`src/design/macs_pkg.sv`:
```
// ----------------------------------------------------------------------------
// macs_pkg
// shared types and constants for the moving average crossover signal block
// ----------------------------------------------------------------------------
package macs_pkg;

  // trade status codes
  typedef enum logic [1:0] {
    SIG_NOT_READY = 2'd0,
    SIG_HOLD      = 2'd1,
    SIG_BUY       = 2'd2,
    SIG_SELL      = 2'd3
  } signal_t;

  // stage load strobes of the constant divider
  typedef struct packed {
    logic ld1;
    logic ld2;
  } cdiv_en_t;

  // levels use p/250 and p/500 (0.4 and 0.2 percent offsets)
  localparam int LVL_DIV = 250;

endpackage

```
`src/design/macs_cdiv.sv`:
```
// ----------------------------------------------------------------------------
// macs_cdiv
// two-stage floor division by a constant: reciprocal multiply, then one
// compare-and-subtract correction
// ----------------------------------------------------------------------------
module macs_cdiv #(
  parameter int XW  = 24,
  parameter int DIV = 5
) (
  input  logic               clk,
  input  macs_pkg::cdiv_en_t en,
  input  logic [XW-1:0]      x,
  output logic [XW-1:0]      q,
  output logic               rem_nz
);

  localparam int RW = $clog2(DIV + 1);
  localparam logic [XW:0]   SCALE = {1'b1, {XW{1'b0}}};
  localparam logic [XW:0]   RECIP = SCALE / (XW + 1)'(DIV);
  localparam logic [XW-1:0] DIV_X = XW'(DIV);

  logic [2*XW:0]  prod_r;
  logic [XW-1:0]  x_r;
  logic [XW-1:0]  q_est;
  logic [XW-1:0]  back;
  logic [XW-1:0]  rem_est;
  logic [XW-1:0]  q_nxt;
  logic [RW-1:0]  rem_nxt;
  logic [XW-1:0]  q_r;
  logic           rem_nz_r;

  // estimate is floor(x/DIV) or one below it
  always_ff @(posedge clk) begin
    if (en.ld1) begin
      prod_r <= (2*XW + 1)'(x) * (2*XW + 1)'(RECIP);
      x_r    <= x;
    end
  end

  assign q_est   = prod_r[2*XW-1:XW];
  assign back    = q_est * DIV_X;
  assign rem_est = x_r - back;

  always_comb begin
    if (rem_est >= DIV_X) begin
      q_nxt   = q_est + XW'(1);
      rem_nxt = RW'(rem_est - DIV_X);
    end else begin
      q_nxt   = q_est;
      rem_nxt = RW'(rem_est);
    end
  end

  always_ff @(posedge clk) begin
    if (en.ld2) begin
      q_r      <= q_nxt;
      rem_nz_r <= (rem_nxt != '0);
    end
  end

  assign q      = q_r;
  assign rem_nz = rem_nz_r;

endmodule

```
`config.mk`:
```
export PLATFORM = sky130hd
export DESIGN_NAME = macs_cdiv
export DESIGN_NICKNAME = d
export VERILOG_FILES = /design/src/design/macs_pkg.sv /design/src/design/macs_cdiv.sv
export SDC_FILE = /design/constraint.sdc
export NUM_CORES = 1
export LEC_CHECK = 0
export ABC_CLOCK_PERIOD_IN_PS = 18650
export BUFFER_PORTS_ARGS = -buffer_cell sky130_fd_sc_hd__buf_2
export CAP_MARGIN = 25
export CORE_MARGIN = 4
export CORE_UTILIZATION = 30
export CTS_CLUSTER_DIAMETER = 80
export DETAILED_ROUTE_END_ITERATION = 6
export SLEW_MARGIN = 20
export SYNTH_ARGS = -nofsm -noshare
export SYNTH_HDL_FRONTEND = slang
export SYNTH_SLANG_ARGS = --single-unit
```
`constraint.sdc`:
```
create_clock -name clk -period 18.65 [get_ports clk]
set_clock_uncertainty 0.2 [all_clocks]
set_input_delay 3.73 -clock clk [delete_from_list [all_inputs] [get_ports clk]]
set_output_delay 3.73 -clock clk [all_outputs]
set_load 0.05 [all_outputs]
```
==> results of run 1 <==
## logic make-up (layout without fill, tap and decap cells)
family | count (synthesis) | in the layout | share of synthesized area
other | 1 | 2 | 0.000275
AO/OA/AOI/OAI | 173 | 173 | 0.0916
XOR/XNOR | 79 | 79 | 0.0507
buffers and inverters | 315 | 369 | 0.0887
adder cells (fa/ha/maj) | 464 | 464 | 0.538
AND/OR/NAND/NOR | 176 | 176 | 0.0741
flip-flops | 70 | 70 | 0.154
multiplexers | 3 | 3 | 0.00275
## cell usage in the layout (no fill, tap or decap), drive strengths merged, types with 3 or more instances in the layout
master / Yosys / routed
a211oi: 8 / 8
and4: 3 / 3
ha: 261 / 261
a211o: 3 / 3
xor2: 47 / 47
inv: 300 / 300
o22ai: 3 / 3
or2: 6 / 6
and3: 13 / 13
buf: 7 / 53
nand3: 15 / 15
clkbuf: 8 / 9
clkinv: 0 / 3
xnor2: 32 / 32
o2111ai: 5 / 5
o21ai: 26 / 26
o21a: 7 / 7
o221ai: 5 / 5
fa: 203 / 203
a21o: 36 / 36
clkinvlp: 0 / 3
mux2: 3 / 3
nor4: 9 / 9
nor2: 29 / 29
a31oi: 5 / 5
nor3: 18 / 18
nor2b: 4 / 4
nand2b: 5 / 5
edfxtp: 70 / 70
nand4: 8 / 8
a21oi: 42 / 42
nand2: 40 / 40
o21bai: 5 / 5
and2: 12 / 12
a2111oi: 4 / 4
a32oi: 3 / 3
## layer usage
layer  GRT usage  vias to the layer above  wire (um)
li1            -                     4350          -
met1       0.189                     4495      15500
met2       0.261                      165      17600
met3      0.0171                       42       1270
met4      0.0356                        2        728
met5           0                        -         13
## flip-flops by register name, summed over array words and instances (netlist names)
name    flops
q          23
prod_r     22
rem_nz      1
x_r        24
## area by class of cell
type	instances	area, um^2
diodes	1	2.50
clock buffers	9	225
clock inverters	7	65.1
fillers	4560	29700
inverters	300	1130
multi-input cells	896	10300
flip-flops and latches	70	2100
well taps	592	741
repair buffers	53	273
## metrics by stage
| stage | worst slack [ps] | hold slack, ps |
|---|---|---|
| after floorplan | 8640 | 407 |
| after global placement | 7290 | 505 |
| after detailed placement | 7320 | 497 |
| after CTS | 7660 | 498 |
| after global routing | 7600 | 513 |
| final | 7880 | 484 |
## how the worst min path moves through the flow
stage,slack (ps),startpoint,endpoint
after global routing,510,prod_r[45],q[21]
after global placement,500,prod_r[45],q[21]
after detailed placement,500,prod_r[45],q[21]
after CTS,500,prod_r[45],q[21]
after floorplan,410,prod_r[26],q[2]
final,480,prod_r[45],q[21]
==> results.yml, run 1 <==
cts:
  clock_latency_ps: 360
  cts_post_setup_buffers_inserted: 0
  numClockSinks: 70
  clock-root-buffer: "clkbuf_16"
  tritoncts: "built"
  cts_hold_repair.buffers: 0
  ctsResizeCount: 0
  clock_tree.htree_level_count: 3
  max-clock-path-buffers: 2
  clk_pin_slew_worst_paths_ps: 60
  numCtsBuffers: 9
floorplanning:
  design.core.area_mm2: 0.0446
  dieArea_mm2: 0.0489
  chipWidth_um: 221
  num_rows: 77
  die_h_um: 221
  start_util: 0.306
  io_pins: 52
route:
  route.final.wire_length_um: 35200
  drt_first_pass_iters: 4
  ant_nets: 0
  vias: 9054
  starting_drt_drc_count: 437
  drt_drc_violations_left: 0
  route.detailed.wl_per_inst_um: 18.2
  viasPerCell: 4.70
worst_setup_path:
  path_buf_inv: 3
  worstPathCellList: "buf_2, ha_1, xor2_1, xor2_1, fa_1, fa_1, fa_1, fa_1, inv_1, fa_1, inv_1, ha_1, a211oi_1, nand2_1, a211oi_1, o41ai_2, nand3_1, a2111oi_2, o311ai_0, a21oi_1, nor2_1, xor2_1"
  rr_startpoint: "prod_r[30]"
  start_kind: "input port"
  r2r_cells: 14
  crit_path_top_delay_cell: "fa_1"
  cp_data_arrival_time_ps: 10670
  path_depth: 22
  worst_r2r_endpoint: "q[1]"
  crit_start: "x[3]"
  critical_path.endpoint: "prod_r[45]"
  critical_path.endpoint_type: "flop"
  timing.critical_path.required_ps: 18550
  r2r_slack_ps: 13560
  max_incr_delay_on_cp_ps: 600
  path_common_cell: "fa_1"
  maximum_fanout_along_the_worst_path: 8
  start_to_end_type_of_the_worst_setup_path: "in2reg"
  family_with_the_most_delay_on_the_worst_path: "adder cells"
final_layout:
  area_growth_pct: 9.02
  layout-drive-gt1-share: 0.0787
  finalNetCount: 1821
  final_cells: 1928
  post-route-util: 0.333
  layout_cell_area_excl_fill_mm2: 0.0149
timing:
  final_total_negative_setup_slack_ps: 0
  timing.final.crit_share: 0.578
  min_period_ps: 10770
  setup-violations-final: 0
  maxClockFrequency_ghz: 0.0928
  finalHoldViolCount: 0
  tightestPinTransition_ps: 681
  timing_max_transition_violations_final: 0
  rsz0062_at_grt: "no"
  timing.slew.headroom: 0.541
synth:
  syn-cell-area_mm2: 0.0136
  mappedNetlistNets: 1772
  post-synth-top-area-fraction: 0.298
  post_synth_num_cell_types: 79
  top_reg_cell_synth: "edfxtp_1"
  synth-seq-area-share: 0.154
  postSynthAreaPerCell_um2: 10.6
  synth_edf_count: 70
  post_synth_most_frequent_cells: "300 x inv_1, 261 x ha_1, 203 x fa_1, 70 x edfxtp_1, 47 x xor2_1"
  ys.warnings.count: 0
  synth.area.top_cells: "fa_1 30%, ha_1 24%, edfxtp_1 15%, inv_1 8.3%, xor2_1 3.0%"
  synth_largest_area_cell: "fa_1"
  synth.ff_latch_count: 70
  synthArstFlopShare: 0
  yosys.cell_count.top_type: "inv_1"
  syn_inst: 1281
grt:
  groute.usage.overall: 0.146
  grt_overflow: 0
  grt_pass1_vias: 9848
  antenna_found_initial: 2
  grt_pass1_wl_um: 55900
  largest_net_degree_at_the_start_of_global_routing: 47
run:
  maxCapViolCount: 0
hold_path:
  worst_hold_path_type: "reg2reg"
  whs_path_depth: 1
placement:
  place.gp.congestion: 0.907
  placedInstanceArea_mm2: 0.0146
  port_buffers: 50
  dpl.cell_count: 1911
  post-dp-hpwl_um: 31000
outcome:
  outcome: "finished, final reports clean"
Power of run 1 is left out: the tool's default activity adds up to more than one toggle a clock period on the data nets, which glitch-free logic cannot reach.
==> run 2: changes to the inputs <==
ABC_CLOCK_PERIOD_IN_PS = 10900   (was 18650)
clock period = 10.9 ns   (was 18.65 ns; I/O delays follow)
==> results.yml, run 2 (same netlist as run 1, synthesis figures left out) <==
outcome:
  outcome: "finished, final reports clean"
cts:
  clk_pin_slew_worst_paths_ps: 60
  tritoncts: "built"
  ctsResizeCount: 0
  clock-root-buffer: "clkbuf_16"
  numCtsBuffers: 9
  cts_hold_repair.buffers: 0
  max-clock-path-buffers: 2
  cts_post_setup_buffers_inserted: 0
  clock_tree.htree_level_count: 3
  numClockSinks: 70
  clock_latency_ps: 360
timing:
  timing.slew.headroom: 0.508
  min_period_ps: 9290
  rsz0062_at_grt: "no"
  timing.final.crit_share: 0.852
  final_total_negative_setup_slack_ps: 0
  hold_ws_ps: 495
  tightestPinTransition_ps: 734
  finalHoldViolCount: 0
  setup-violations-final: 0
  timing_max_transition_violations_final: 0
  maxClockFrequency_ghz: 0.108
floorplanning:
  die_h_um: 221
  design.core.area_mm2: 0.0446
  start_util: 0.306
  chipWidth_um: 221
  dieArea_mm2: 0.0489
  io_pins: 52
  num_rows: 77
route:
  route.detailed.wl_per_inst_um: 18.2
  vias: 9128
  starting_drt_drc_count: 402
  drt_first_pass_iters: 5
  drt_drc_violations_left: 0
  ant_nets: 0
  viasPerCell: 4.73
  route.final.wire_length_um: 35100
hold_path:
  whs_path_depth: 1
  worst_hold_path_type: "reg2reg"
worst_setup_path:
  maximum_fanout_along_the_worst_path: 8
  max_incr_delay_on_cp_ps: 610
  cp_data_arrival_time_ps: 9190
  crit_path_top_delay_cell: "a211oi_1"
  path_common_cell: "fa_1"
  r2r_slack_ps: 5860
  r2r_cells: 14
  worstPathCellList: "buf_2, ha_1, xor2_1, xor2_1, fa_1, fa_1, fa_1, fa_1, inv_1, fa_1, inv_1, ha_1, a211oi_1, nand2_1, a21oi_1, a21oi_1, nand3_1, a2111oi_2, o311ai_0, a21oi_1, nor2_1, xor2_1"
  timing.critical_path.required_ps: 10800
  critical_path.endpoint_type: "flop"
  start_to_end_type_of_the_worst_setup_path: "in2reg"
  start_kind: "input port"
final_layout:
  layout-drive-gt1-share: 0.0800
  flip_flop_count_of_the_largest_register_after_layout: 24
  finalNetCount: 1823
  layout.cells.most_common: "inv_1"
  area_growth_pct: 9.22
  most-common-layout-cells: "300 x inv_1, 261 x ha_1, 203 x fa_1, 70 x edfxtp_1, 51 x buf_2"
  num_antenna_cells: 0
  final.fill_count: 4496
  largest_register: "x_r"
grt:
  antenna_found_initial: 2
  grt_pass1_wl_um: 56600
  grt_overflow: 0
  groute.usage.overall: 0.147
  grt_pass1_vias: 10100
  largest_net_degree_at_the_start_of_global_routing: 47
placement:
  place.gp.congestion: 0.907
  port_buffers: 50
  post-dp-hpwl_um: 30800
run:
  maxCapViolCount: 0
[run 2: final cells by class]
type	count	area, um^2	area share
clock buffers	10	229	0.0154
clock inverters	6	86.3	0.00580
inverters	300	1130	0.0756
multi-input cells	896	10300	0.693
flip-flops and latches	70	2100	0.141
well taps	592	741	0.0497
repair buffers	55	285	0.0192
[run 2: final timing paths]
path | startpoint | to
hold reg to reg | prod_r[45] | q[21]
setup reg to reg | prod_r[30] | q[1]
setup / recovery | x[3] | prod_r[45]
hold / removal | prod_r[45] | q[21]
[run 2: worst max-delay path, delay by kind of cell]
| kind | cells | cell delay (ps) |
|---|---|---|
| AOI/OAI and AO/OA | 6 | 1930 |
| and+or+nand+nor | 3 | 540 |
| buffers and inverters | 3 | 310 |
| adders and majority gates | 7 | 3430 |
| xor gates and xnor gates | 3 | 800 |
[run 2: routing by layer]
layer	vias up	routed length [um]	global-route usage	share of wire
met5	-	21	0	0.00060
met4	4	1360	0.0554	0.039
met3	64	1690	0.0258	0.048
met1	4512	15000	0.184	0.43
li1	4351	-	-	-
met2	197	17100	0.255	0.49
[run 2: per-stage QoR]
stage                     instances   util  setup WS (ps)  cell area [um^2]
final                          1929  0.334           1610             14900
after global routing           1929  0.334           1100             14900
after CTS                      1929  0.334           1750             14900
after detailed placement       1913  0.327           1410             14600
after global placement         1912  0.327           1100             14600
after floorplan                1281      -           2440             13600
Power of run 2 is left out for the same reason.
